==> src/rtl/tsc_pkg.sv <==
// ----------------------------------------------------------------------------
// tsc_pkg
// Shared widths, register indexes, reset values and region codes for the
// three-stop colormap core.
// ----------------------------------------------------------------------------
package tsc_pkg;

  localparam int SampleW       = 16;
  localparam int ColorW        = 24;
  localparam int ChanW         = 8;
  localparam int NumChan       = 3;
  localparam int CfgIdxW       = 3;
  localparam int RegionW       = 2;

  localparam int FracW         = 17;
  localparam int DenW          = 16;
  localparam int RemW          = 17;
  localparam int DivSteps      = 17;
  localparam int StepsPerStage = 2;
  localparam int DivStages     = (DivSteps + StepsPerStage - 1) / StepsPerStage;

  localparam int DeltaW        = ChanW + 1;
  localparam int ProdW         = DeltaW + FracW + 1;
  localparam int SumW          = ProdW - 16 + 1;

  typedef enum logic [CfgIdxW-1:0] {
    REG_MIN_VALUE  = 3'd0,
    REG_MAX_VALUE  = 3'd1,
    REG_LOW_COLOR  = 3'd2,
    REG_MID_COLOR  = 3'd3,
    REG_HIGH_COLOR = 3'd4
  } cfg_reg_t;

  typedef enum logic [RegionW-1:0] {
    REGION_LOW   = 2'd0,
    REGION_LOWER = 2'd1,
    REGION_UPPER = 2'd2,
    REGION_HIGH  = 2'd3
  } region_t;

  localparam logic signed [SampleW-1:0] MinReset  = -16'sd2304;
  localparam logic signed [SampleW-1:0] MaxReset  = 16'sd2304;
  localparam logic [ColorW-1:0]         LowReset  = 24'h0000FF;
  localparam logic [ColorW-1:0]         MidReset  = 24'hFFFFFF;
  localparam logic [ColorW-1:0]         HighReset = 24'hFF0000;

endpackage

==> src/rtl/three_stop_colormap_core.sv <==
// ----------------------------------------------------------------------------
// three_stop_colormap_core
// Diverging pseudo-color map: a signed Q8.8 sample is placed between three
// color stops and each RGB channel is linearly interpolated.
//
//   channel  ports                                   transaction
//   -------  --------------------------------------  ------------------------
//   input    start, busy, in_sample_value            start & !busy
//   result   out_valid, out_red/green/blue/region    out_valid, one cycle
//   config   cfg_valid, cfg_ready, cfg_index/data    cfg_valid & cfg_ready
//
// One sample enters every cycle; busy stays low. Each result passes the input
// register, two range stages, nine stages of a two-bit-per-stage restoring
// divider for the Q1.16 fraction, a multiply stage and the output register.
// Reset is synchronous, clears the valid chain and loads the configuration
// registers with their reset values. The receiver cannot stall, so the
// pipeline never holds.
// ----------------------------------------------------------------------------
module three_stop_colormap_core (
  input  logic                                 clk,
  input  logic                                 rst_n,
  input  logic                                 start,
  output logic                                 busy,
  input  logic signed [tsc_pkg::SampleW-1:0]   in_sample_value,
  output logic                                 out_valid,
  output logic [tsc_pkg::ChanW-1:0]            out_red,
  output logic [tsc_pkg::ChanW-1:0]            out_green,
  output logic [tsc_pkg::ChanW-1:0]            out_blue,
  output logic [tsc_pkg::RegionW-1:0]          out_region,
  input  logic                                 cfg_valid,
  output logic                                 cfg_ready,
  input  logic [tsc_pkg::CfgIdxW-1:0]          cfg_index,
  input  logic [tsc_pkg::ColorW-1:0]           cfg_data
);
  import tsc_pkg::*;

  logic signed [SampleW-1:0] min_r;
  logic signed [SampleW-1:0] max_r;
  logic [ColorW-1:0]         low_r;
  logic [ColorW-1:0]         mid_r;
  logic [ColorW-1:0]         high_r;

  logic                      s0_vld_r;
  logic signed [SampleW-1:0] s0_val_r;

  logic                      s1_vld_r;
  logic                      s1_low_r;
  logic                      s1_high_r;
  logic [SampleW-1:0]        s1_diff_r;
  logic [SampleW-1:0]        s1_dmin_r;

  logic                      div_vld_r  [0:DivStages];
  logic [RemW-1:0]           div_rem_r  [0:DivStages];
  logic [FracW-1:0]          div_quo_r  [0:DivStages];
  logic [DenW-1:0]           div_den_r  [0:DivStages];
  logic                      div_bit_r  [0:DivStages];
  region_t                   div_reg_r  [0:DivStages];

  logic                      mul_vld_r;
  region_t                   mul_reg_r;
  logic signed [ProdW-1:0]   mul_prod_r [0:NumChan-1];
  logic signed [ProdW-1:0]   mul_prod_nxt [0:NumChan-1];

  logic                      out_vld_r;
  logic [ChanW-1:0]          out_chan_r [0:NumChan-1];
  logic [ChanW-1:0]          out_chan_nxt [0:NumChan-1];
  region_t                   out_reg_r;

  logic signed [SampleW:0]   diff_ext;
  logic signed [SampleW:0]   dmin_ext;
  logic [SampleW-1:0]        d_lo;
  logic [SampleW-1:0]        d_hi;
  logic [SampleW-1:0]        d_up;
  logic                      le_mid;
  region_t                   s2_region;

  function automatic logic [ColorW-1:0] color_c0(input region_t rg,
                                                 input logic [ColorW-1:0] lo_c,
                                                 input logic [ColorW-1:0] mi_c,
                                                 input logic [ColorW-1:0] hi_c);
    logic [ColorW-1:0] c;
    case (rg)
      REGION_LOW:   c = lo_c;
      REGION_LOWER: c = lo_c;
      REGION_UPPER: c = mi_c;
      REGION_HIGH:  c = hi_c;
      default:      c = lo_c;
    endcase
    return c;
  endfunction

  function automatic logic [ColorW-1:0] color_c1(input region_t rg,
                                                 input logic [ColorW-1:0] lo_c,
                                                 input logic [ColorW-1:0] mi_c,
                                                 input logic [ColorW-1:0] hi_c);
    logic [ColorW-1:0] c;
    case (rg)
      REGION_LOW:   c = lo_c;
      REGION_LOWER: c = mi_c;
      REGION_UPPER: c = hi_c;
      REGION_HIGH:  c = hi_c;
      default:      c = lo_c;
    endcase
    return c;
  endfunction

  assign busy      = 1'b0;
  assign cfg_ready = 1'b1;

  always_ff @(posedge clk) begin
    if (!rst_n) begin
      min_r  <= MinReset;
      max_r  <= MaxReset;
      low_r  <= LowReset;
      mid_r  <= MidReset;
      high_r <= HighReset;
    end else if (cfg_valid && cfg_ready) begin
      case (cfg_index)
        REG_MIN_VALUE:  min_r  <= $signed(cfg_data[SampleW-1:0]);
        REG_MAX_VALUE:  max_r  <= $signed(cfg_data[SampleW-1:0]);
        REG_LOW_COLOR:  low_r  <= cfg_data;
        REG_MID_COLOR:  mid_r  <= cfg_data;
        REG_HIGH_COLOR: high_r <= cfg_data;
        default: ;
      endcase
    end
  end

  // input register
  always_ff @(posedge clk) begin
    if (!rst_n) begin
      s0_vld_r <= 1'b0;
    end else begin
      s0_vld_r <= start && !busy;
    end
    s0_val_r <= in_sample_value;
  end

  // range compares and offsets
  assign diff_ext = {max_r[SampleW-1], max_r} - {min_r[SampleW-1], min_r};
  assign dmin_ext = {s0_val_r[SampleW-1], s0_val_r} - {min_r[SampleW-1], min_r};

  always_ff @(posedge clk) begin
    if (!rst_n) begin
      s1_vld_r <= 1'b0;
    end else begin
      s1_vld_r <= s0_vld_r;
    end
    s1_low_r  <= (min_r > max_r) || (s0_val_r <= min_r);
    s1_high_r <= s0_val_r > max_r;
    s1_diff_r <= diff_ext[SampleW-1:0];
    s1_dmin_r <= dmin_ext[SampleW-1:0];
  end

  // segment select: numerator and denominator of the fraction
  assign d_lo   = {1'b0, s1_diff_r[SampleW-1:1]};
  assign d_hi   = s1_diff_r - d_lo;
  assign d_up   = s1_dmin_r - d_lo;
  assign le_mid = s1_dmin_r <= d_lo;

  always_comb begin
    if (s1_low_r) begin
      s2_region = REGION_LOW;
    end else if (s1_high_r) begin
      s2_region = REGION_HIGH;
    end else if (le_mid) begin
      s2_region = REGION_LOWER;
    end else begin
      s2_region = REGION_UPPER;
    end
  end

  always_ff @(posedge clk) begin
    if (!rst_n) begin
      div_vld_r[0] <= 1'b0;
    end else begin
      div_vld_r[0] <= s1_vld_r;
    end
    div_reg_r[0] <= s2_region;
    div_quo_r[0] <= '0;
    if (le_mid) begin
      div_rem_r[0] <= {2'b00, s1_dmin_r[SampleW-1:1]};
      div_bit_r[0] <= s1_dmin_r[0];
      div_den_r[0] <= d_lo;
    end else begin
      div_rem_r[0] <= {2'b00, d_up[SampleW-1:1]};
      div_bit_r[0] <= d_up[0];
      div_den_r[0] <= d_hi;
    end
  end

  // restoring divider, two quotient bits per stage (one in the last stage)
  for (genvar j = 0; j < DivStages; j++) begin : g_div
    logic [RemW-1:0]  rem_nxt;
    logic [FracW-1:0] quo_nxt;
    logic [RemW-1:0]  trial;

    always_comb begin
      rem_nxt = div_rem_r[j];
      quo_nxt = div_quo_r[j];
      trial   = '0;
      for (int k = 0; k < StepsPerStage; k++) begin
        if (j * StepsPerStage + k < DivSteps) begin
          trial = {rem_nxt[RemW-2:0],
                   (j * StepsPerStage + k == 0) ? div_bit_r[j] : 1'b0};
          if (trial >= {1'b0, div_den_r[j]}) begin
            rem_nxt = trial - {1'b0, div_den_r[j]};
            quo_nxt = {quo_nxt[FracW-2:0], 1'b1};
          end else begin
            rem_nxt = trial;
            quo_nxt = {quo_nxt[FracW-2:0], 1'b0};
          end
        end
      end
    end

    always_ff @(posedge clk) begin
      if (!rst_n) begin
        div_vld_r[j+1] <= 1'b0;
      end else begin
        div_vld_r[j+1] <= div_vld_r[j];
      end
      div_rem_r[j+1] <= rem_nxt;
      div_quo_r[j+1] <= quo_nxt;
      div_den_r[j+1] <= div_den_r[j];
      div_bit_r[j+1] <= div_bit_r[j];
      div_reg_r[j+1] <= div_reg_r[j];
    end
  end

  // blend: c0 + floor((c1 - c0) * f / 65536)
  always_comb begin
    logic [ColorW-1:0]        c0;
    logic [ColorW-1:0]        c1;
    logic signed [DeltaW-1:0] delta;
    c0 = color_c0(div_reg_r[DivStages], low_r, mid_r, high_r);
    c1 = color_c1(div_reg_r[DivStages], low_r, mid_r, high_r);
    delta = '0;
    for (int i = 0; i < NumChan; i++) begin
      delta = $signed({1'b0, c1[ChanW*(NumChan-1-i) +: ChanW]})
            - $signed({1'b0, c0[ChanW*(NumChan-1-i) +: ChanW]});
      mul_prod_nxt[i] = delta * $signed({1'b0, div_quo_r[DivStages]});
    end
  end

  always_ff @(posedge clk) begin
    if (!rst_n) begin
      mul_vld_r <= 1'b0;
    end else begin
      mul_vld_r <= div_vld_r[DivStages];
    end
    mul_reg_r <= div_reg_r[DivStages];
    for (int i = 0; i < NumChan; i++) begin
      mul_prod_r[i] <= mul_prod_nxt[i];
    end
  end

  always_comb begin
    logic [ColorW-1:0]      c0;
    logic signed [SumW-1:0] sum;
    c0  = color_c0(mul_reg_r, low_r, mid_r, high_r);
    sum = '0;
    for (int i = 0; i < NumChan; i++) begin
      sum = $signed({{(SumW-ChanW){1'b0}}, c0[ChanW*(NumChan-1-i) +: ChanW]})
          + $signed({mul_prod_r[i][ProdW-1], mul_prod_r[i][ProdW-1:16]});
      out_chan_nxt[i] = sum[ChanW-1:0];
    end
  end

  always_ff @(posedge clk) begin
    if (!rst_n) begin
      out_vld_r <= 1'b0;
    end else begin
      out_vld_r <= mul_vld_r;
    end
    out_reg_r <= mul_reg_r;
    for (int i = 0; i < NumChan; i++) begin
      out_chan_r[i] <= out_chan_nxt[i];
    end
  end

  assign out_valid  = out_vld_r;
  assign out_red    = out_chan_r[0];
  assign out_green  = out_chan_r[1];
  assign out_blue   = out_chan_r[2];
  assign out_region = out_reg_r;

endmodule
==> config.mk <==
export PLATFORM = sky130hd
export DESIGN_NAME = three_stop_colormap_core
export DESIGN_NICKNAME = d
export VERILOG_FILES = /design/src/rtl/tsc_pkg.sv /design/src/rtl/three_stop_colormap_core.sv
export SDC_FILE = /design/constraint.sdc
export NUM_CORES = 2
export LEC_CHECK = 0
export BUFFER_PORTS_ARGS = -buffer_cell sky130_fd_sc_hd__buf_2
export CELL_PAD_IN_SITES_DETAIL_PLACEMENT = 0
export CELL_PAD_IN_SITES_GLOBAL_PLACEMENT = 2
export CORE_UTILIZATION = 37
export DETAILED_ROUTE_END_ITERATION = 16
export PLACE_DENSITY_LB_ADDON = 0.1
export SYNTH_ARGS = -nofsm -noshare
export SYNTH_HDL_FRONTEND = slang
export SYNTH_SLANG_ARGS = --single-unit
export TNS_END_PERCENT = 100
==> constraint.sdc <==
create_clock -name clk -period 8.49 [get_ports clk]
set_clock_uncertainty 0.15 [all_clocks]
set_input_delay 0.4245 -clock clk [delete_from_list [all_inputs] [get_ports clk]]
set_output_delay 0.4245 -clock clk [all_outputs]
set_load 0.1 [all_outputs]
Yosys cells after proc, flatten, opt, wreduce, memory -nomap -nowiden
Memories as Yosys holds them, arrays and structs flattened. A register that Yosys moved wholly into a read port is not among the register bits.
Index checks and enable logic that the tools add are counted.
{"block": "classes", "n_addsub": 27, "multipliers": 3, "magnitude_cmp": 21, "n_eq_ne": 10, "n_mux": 58, "bitwise_logic": 13, "reduce_logical": 13}
{"op": "$ge A17 B16 Y1", "count": 17}
{"op": "$pmux W24 S3", "count": 3}
{"op": "$mux W17", "count": 10}
{"op": "$sub A16 B16 Y16", "count": 10}
{"op": "$sub A17 B16 Y17", "count": 9}
{"op": "$mux W16", "count": 9}
{"op": "$mul A9 B18 Y27", "count": 3}
{"op": "$mux W1", "count": 33}
{"op": "$gt A16 B16 Y1", "count": 2}
{"op": "$sub A16 B15 Y16", "count": 2}
{"op": "$sub A8 B8 Y9", "count": 3}
{"op": "$add A8 B8 Y8", "count": 3}
{"op": "$le A16 B15 Y1", "count": 1}
{"op": "$le A16 B16 Y1", "count": 1}
{"op": "$or A1 B1 Y1", "count": 13}
{"op": "$reduce_and A2 Y1", "count": 5}
{"op": "$eq A2 B2 Y1 const B", "count": 4}
{"op": "$eq A3 B2 Y1 const B", "count": 2}
{"op": "$mux W2", "count": 3}
{"op": "$reduce_or A2 Y1", "count": 3}
{"op": "$eq A2 B1 Y1 const B", "count": 2}
{"op": "$logic_not A2 Y1", "count": 2}
{"op": "$eq A3 B1 Y1 const B", "count": 1}
{"op": "$eq A3 B3 Y1 const B", "count": 1}
{"op": "3 further kinds", "count": 3}
{"block": "word_totals", "reg_bits": 161, "mem_bits_rw": 645, "out_inout_bits": 29, "wordCells": 168, "mem_count": 8}
{"name": "div_quo_r", "depth": 10, "width": 17, "rd": 10, "rd_ports_with_merged_regs": 0, "write_ports": 10, "line": "three_stop_colormap_core.sv:54", "source": "logic [FracW-1:0] div_quo_r [0:DivStages];"}
{"name": "div_rem_r", "depth": 10, "width": 17, "rd": 9, "rd_ports_with_merged_regs": 0, "write_ports": 10, "line": "three_stop_colormap_core.sv:53", "source": "logic [RemW-1:0] div_rem_r [0:DivStages];"}
{"name": "div_den_r", "depth": 10, "width": 16, "rd": 9, "rd_ports_with_merged_regs": 0, "write_ports": 10, "line": "three_stop_colormap_core.sv:55", "source": "logic [DenW-1:0] div_den_r [0:DivStages];"}
{"name": "mul_prod_r", "depth": 3, "width": 27, "rd": 3, "rd_ports_with_merged_regs": 0, "write_ports": 3, "line": "three_stop_colormap_core.sv:61", "source": "logic signed [ProdW-1:0] mul_prod_r [0:NumChan-1];"}
{"name": "out_chan_r", "depth": 3, "width": 8, "rd": 3, "rd_ports_with_merged_regs": 0, "write_ports": 3, "line": "three_stop_colormap_core.sv:65", "source": "logic [ChanW-1:0] out_chan_r [0:NumChan-1];"}
{"name": "div_reg_r", "depth": 10, "width": 2, "rd": 10, "rd_ports_with_merged_regs": 0, "write_ports": 10, "line": "three_stop_colormap_core.sv:57", "source": "region_t div_reg_r [0:DivStages];"}
{"name": "2 more memories"}

Longest topological paths before layout
An unclocked memory read counts as a cell.
{"block": "logic_depth", "depth_word": 6, "ltp_mapped": 34}

Least setup slack after synthesis
OpenSTA, ideal clock, no wires.
{"block": "synth_path", "kind": "register -> register", "from": "memory div_reg_r[9][0] (netlist bit)", "to": "memory mul_prod_r[0][77] (netlist bit)", "setup_ns": 0.072, "arrival_time_ns": 8.025, "t_required_ns": 8.268, "path_slack_ns": 0.242, "path_stages_with_launch": 35, "n_path_buf": 4, "synth_period_minus_slack_ns": 8.248, "path_cell_list": "dfxtp_1 -> clkbuf_1 -> buf_1 -> buf_1 -> mux2i_1 -> a21oi_1 -> ha_1 -> inv_1 -> fa_1 -> a21o_1 -> a21oi_1 -> nor2b_1 -> o21a_1 -> nor2_1 -> xnor2_1 -> clkbuf_1 -> nand2_1 -> fa_1 -> fa_1 -> inv_1 -> fa_1 -> fa_1 -> inv_1 -> fa_1 -> inv_1 -> ha_1 -> nor3_1 -> nand2_1 -> a21oi_1 -> a211oi_1 -> o41ai_1 -> o21ai_1 -> or3_1 -> a31oi_1 -> xnor2_1"}
{"item": "start, declared", "line": "three_stop_colormap_core.sv:57"}
{"item": "end, declared", "line": "three_stop_colormap_core.sv:61"}

==> results.json <==
{
  "reg2reg_setup_slack_ns": 0.57,
  "root_buffer": "clkbuf_16",
  "r2r_end": "mul_prod_r[0][22]",
  "timing.final.hold_violations": 0,
  "worst-endpoint-required_ns": 8.89,
  "whs_path_depth": 2,
  "ys_ff_latch": 617,
  "die_area_um2": 132000,
  "grt_pass1_wl_um": 222000,
  "worst-path-stages": 30,
  "worst_path_arrival_time_ns": 8.32,
  "critPathLaunch": "div_reg_r[9][0]",
  "global_placement_routability_congestion": 0.828,
  "dp_hpwl_um": 114000,
  "detailed_router_s_first_iteration_violation_count": 1842,
  "synthMostInstantiatedCell": "dfxtp_1",
  "drc_errors": 0,
  "gr-total-overflow": 0,
  "timing.reg2reg.worst_path_depth": 30,
  "critPathCapture": "mul_prod_r[0][22]",
  "tritoncts": "built",
  "crit-reg2reg-launch": "div_reg_r[9][0]",
  "initial_antenna_violation_count": 3,
  "hold_class": "in2reg",
  "post-route-period-util_pct": 93.3,
  "areaGrowthSynthToFinish_pct": 11.2,
  "setup_total_negative_slack_ns": 0,
  "grt_start_max_net_pins": 83,
  "maxSlewViolCount": 0,
  "synthFlopType": "dfxtp_1",
  "synth.area.mux_share_pct": 5.87,
  "post_synth_fa_ha_maj_area_fraction_pct": 27.9,
  "path_clk_slew_ns": 0.06,
  "drt-pass1-iter-count": 5,
  "simple_gate_share_of_the_synthesized_area_pct": 16.3,
  "via_count_of_the_first_global_routing_pass": 37300,
  "setup_ws_ns": 0.570,
  "portBuffers": 73,
  "yosysTopAreaCellShare_pct": 25.6,
  "route.final.wire_length_um": 142000,
  "floorplan.die.width_um": 363,
  "combinational_family_with_the_most_area_after_synthesis": "adder cells",
  "asyncSetResetFlopFracSynth_pct": 0,
  "route.detailed.wl_per_inst_um": 19.4,
  "core_area_um2": 129000,
  "synthCells": 5385,
  "timing_worst_setup_path_type": "reg2reg",
  "via_count": 36700,
  "post_drt_via_cell_ratio": 5.03,
  "synth-compound-area-share_pct": 13.5,
  "netlist-cell-type-count": 100,
  "crit_buf_inv": 5,
  "crit_family": "adder cells",
  "avgSynthCellArea_um2": 8.97,
  "clock_sinks": 617,
  "dp_slack_ns": 0.321,
  "nets": 6405,
  "min_period_ns": 7.92,
  "critical_path.most_common_cell": "fa_1",
  "cap_viol_max_count": 0,
  "post_cts.repair.setup_buffers": 0,
  "startpoint_type": "flop",
  "ys.warnings.count": 0,
  "worst_margin_slew_ns": 1.14,
  "timing.max_slew.rel_slack_pct": 24.1,
  "num_rows": 132,
  "synthesis.area_um2": 48300,
  "synthesis.nets": 6309,
  "floorplan.initialDensity_pct": 37.3,
  "synth_common_cells": "dfxtp_1, ha_1, nand2_1, inv_1, nor2_1",
  "worst_skew_pair.late_latency_ns": 0.70,
  "report.final.setup_viol": 0,
  "dieHeight_um": 363,
  "clock_path_buffers": 3,
  "ant_nets": 0,
  "fmax_achieved_mhz": 126,
  "synth-xor-area-share_pct": 5.44,
  "cell_with_the_biggest_individual_delay_on_the_critical_path": "fa_1",
  "layout-drive-gt1-share_pct": 7.51,
  "critical_path_s_largest_stage_delay_ns": 0.50,
  "worstSetupEndpointType": "flop",
  "status": "completed",
  "part_of_the_yosys_area_used_for_sequential_elements_pct": 25.6,
  "netlist_top_cells_area": "dfxtp_1, ha_1, fa_1, nand2_1, inv_1",
  "grt.total_usage_pct": 21.7,
  "cts_inserted_buffers": 76,
  "critical_path.max_fanout": 12,
  "post-synth-top-area-cell": "dfxtp_1",
  "synth_edf_count": 0,
  "cts_max_level": 3,
  "rsz0062_at_grt": "no",
  "io_pins": 76
}
-- cells in the final DEF (no fill, tap or decap), types with 12 or more instances in the layout --
| cell | instances |
|---|---|
| a211oi_1 | 35 |
| nand3_1 | 107 |
| buf_4 | 70 |
| a21boi_1 | 15 |
| mux2_2 | 77 |
| nor2_1 | 354 |
| and2_1 | 255 |
| nand2b_1 | 85 |
| dlygate4sd3_1 | 41 |
| or2_2 | 24 |
| a21boi_0 | 59 |
| nand2_1 | 538 |
| o21ai_1 | 43 |
| or3_1 | 26 |
| fa_1 | 334 |
| clkbuf_8 | 12 |
| a31oi_1 | 28 |
| o21a_1 | 71 |
| o211ai_1 | 32 |
| ha_1 | 543 |
| o21ai_0 | 187 |
| clkbuf_16 | 76 |
| and3_1 | 21 |
| inv_1 | 510 |
| o31ai_1 | 20 |
| dfxtp_1 | 614 |
| nand4_1 | 44 |
| mux2i_1 | 94 |
| nor2b_1 | 56 |
| buf_2 | 73 |
| xor2_1 | 94 |
| xnor2_1 | 205 |
| o21bai_1 | 31 |
| a21oi_1 | 290 |
| nor3_1 | 79 |
| nor4_1 | 16 |
| clkinv_2 | 13 |
| a21o_1 | 88 |
| mux2_1 | 90 |
-- cells by family (layout without fill, tap and decap cells) --
family                   after synthesis  count (layout)
buffers and inverters                680             835
XOR/XNOR                             300             300
flip-flops                           617             617
AO/OA/AOI/OAI                       1007            1007
adder cells (fa/ha/maj)              877             877
other                                  2               3
AND/OR/NAND/NOR                     1640            1640
multiplexers                         262             262
-- layout make-up --
type	count	area, um2
Multi-Input combinational cell	4088	33300
Clock buffer	99	2110
Fill cell	13100	75800
Sequential cell	617	12400
Timing Repair Buffer	184	1300
Inverter	514	1930
Tap cell	1742	2180
Antenna cell	1	2.50
Clock inverter	38	467
-- routing by layer --
metal / routed length [um] / track usage (%)
met3: 4000 / 2.09
met5: 0 / 0
met4: 2760 / 5.39
met1: 67400 / 29.1
met2: 67400 / 37.3
-- metrics by stage --
step           utilization [%]  hold slack, ns  cell area (um2)  cells
2_1_floorplan                -           0.160            48300   5385
3_3_place_gp              39.1           0.160            50700   7104
3_5_place_dp              39.1           0.162            50700   7104
4_1_cts                   41.4          0.0847            53700   7282
5_1_grt                   41.5           0.131            53700   7282
6_report                  41.5           0.102            53700   7283
-- worst min-delay path by stage --
stage / slack, ns / end / startpoint
after floorplan: 0.16 / div_quo_r[2][2] / div_quo_r[1][0]
after global placement: 0.16 / div_quo_r[8][6] / div_quo_r[7][4]
after detailed placement: 0.16 / div_quo_r[8][8] / div_quo_r[7][6]
after CTS: 0.08 / max_r[8] / rst_n
after global routing: 0.13 / max_r[8] / rst_n
final: 0.10 / min_r[15] / rst_n
-- sequential cells by signal, indices dropped and copies added (netlist names), 20 cells and up --
| signal | cells |
|---|---|
| div_den_r | 144 |
| div_quo_r | 89 |
| mid_r | 24 |
| div_reg_r | 20 |
| out_chan_r | 24 |
| low_r | 24 |
| high_r | 24 |
| div_rem_r | 143 |
| mul_prod_r | 24 |
-- timing repair --
action	in CTS	in global routing
endpoints found under the setup margin	0	5
endpoints found under the hold margin	121	0
resized for setup	0	3
hold buffers	41	0
Power is left out: the tool's default activity adds up to more than one toggle a clock period on the data nets, which glitch-free logic cannot reach.
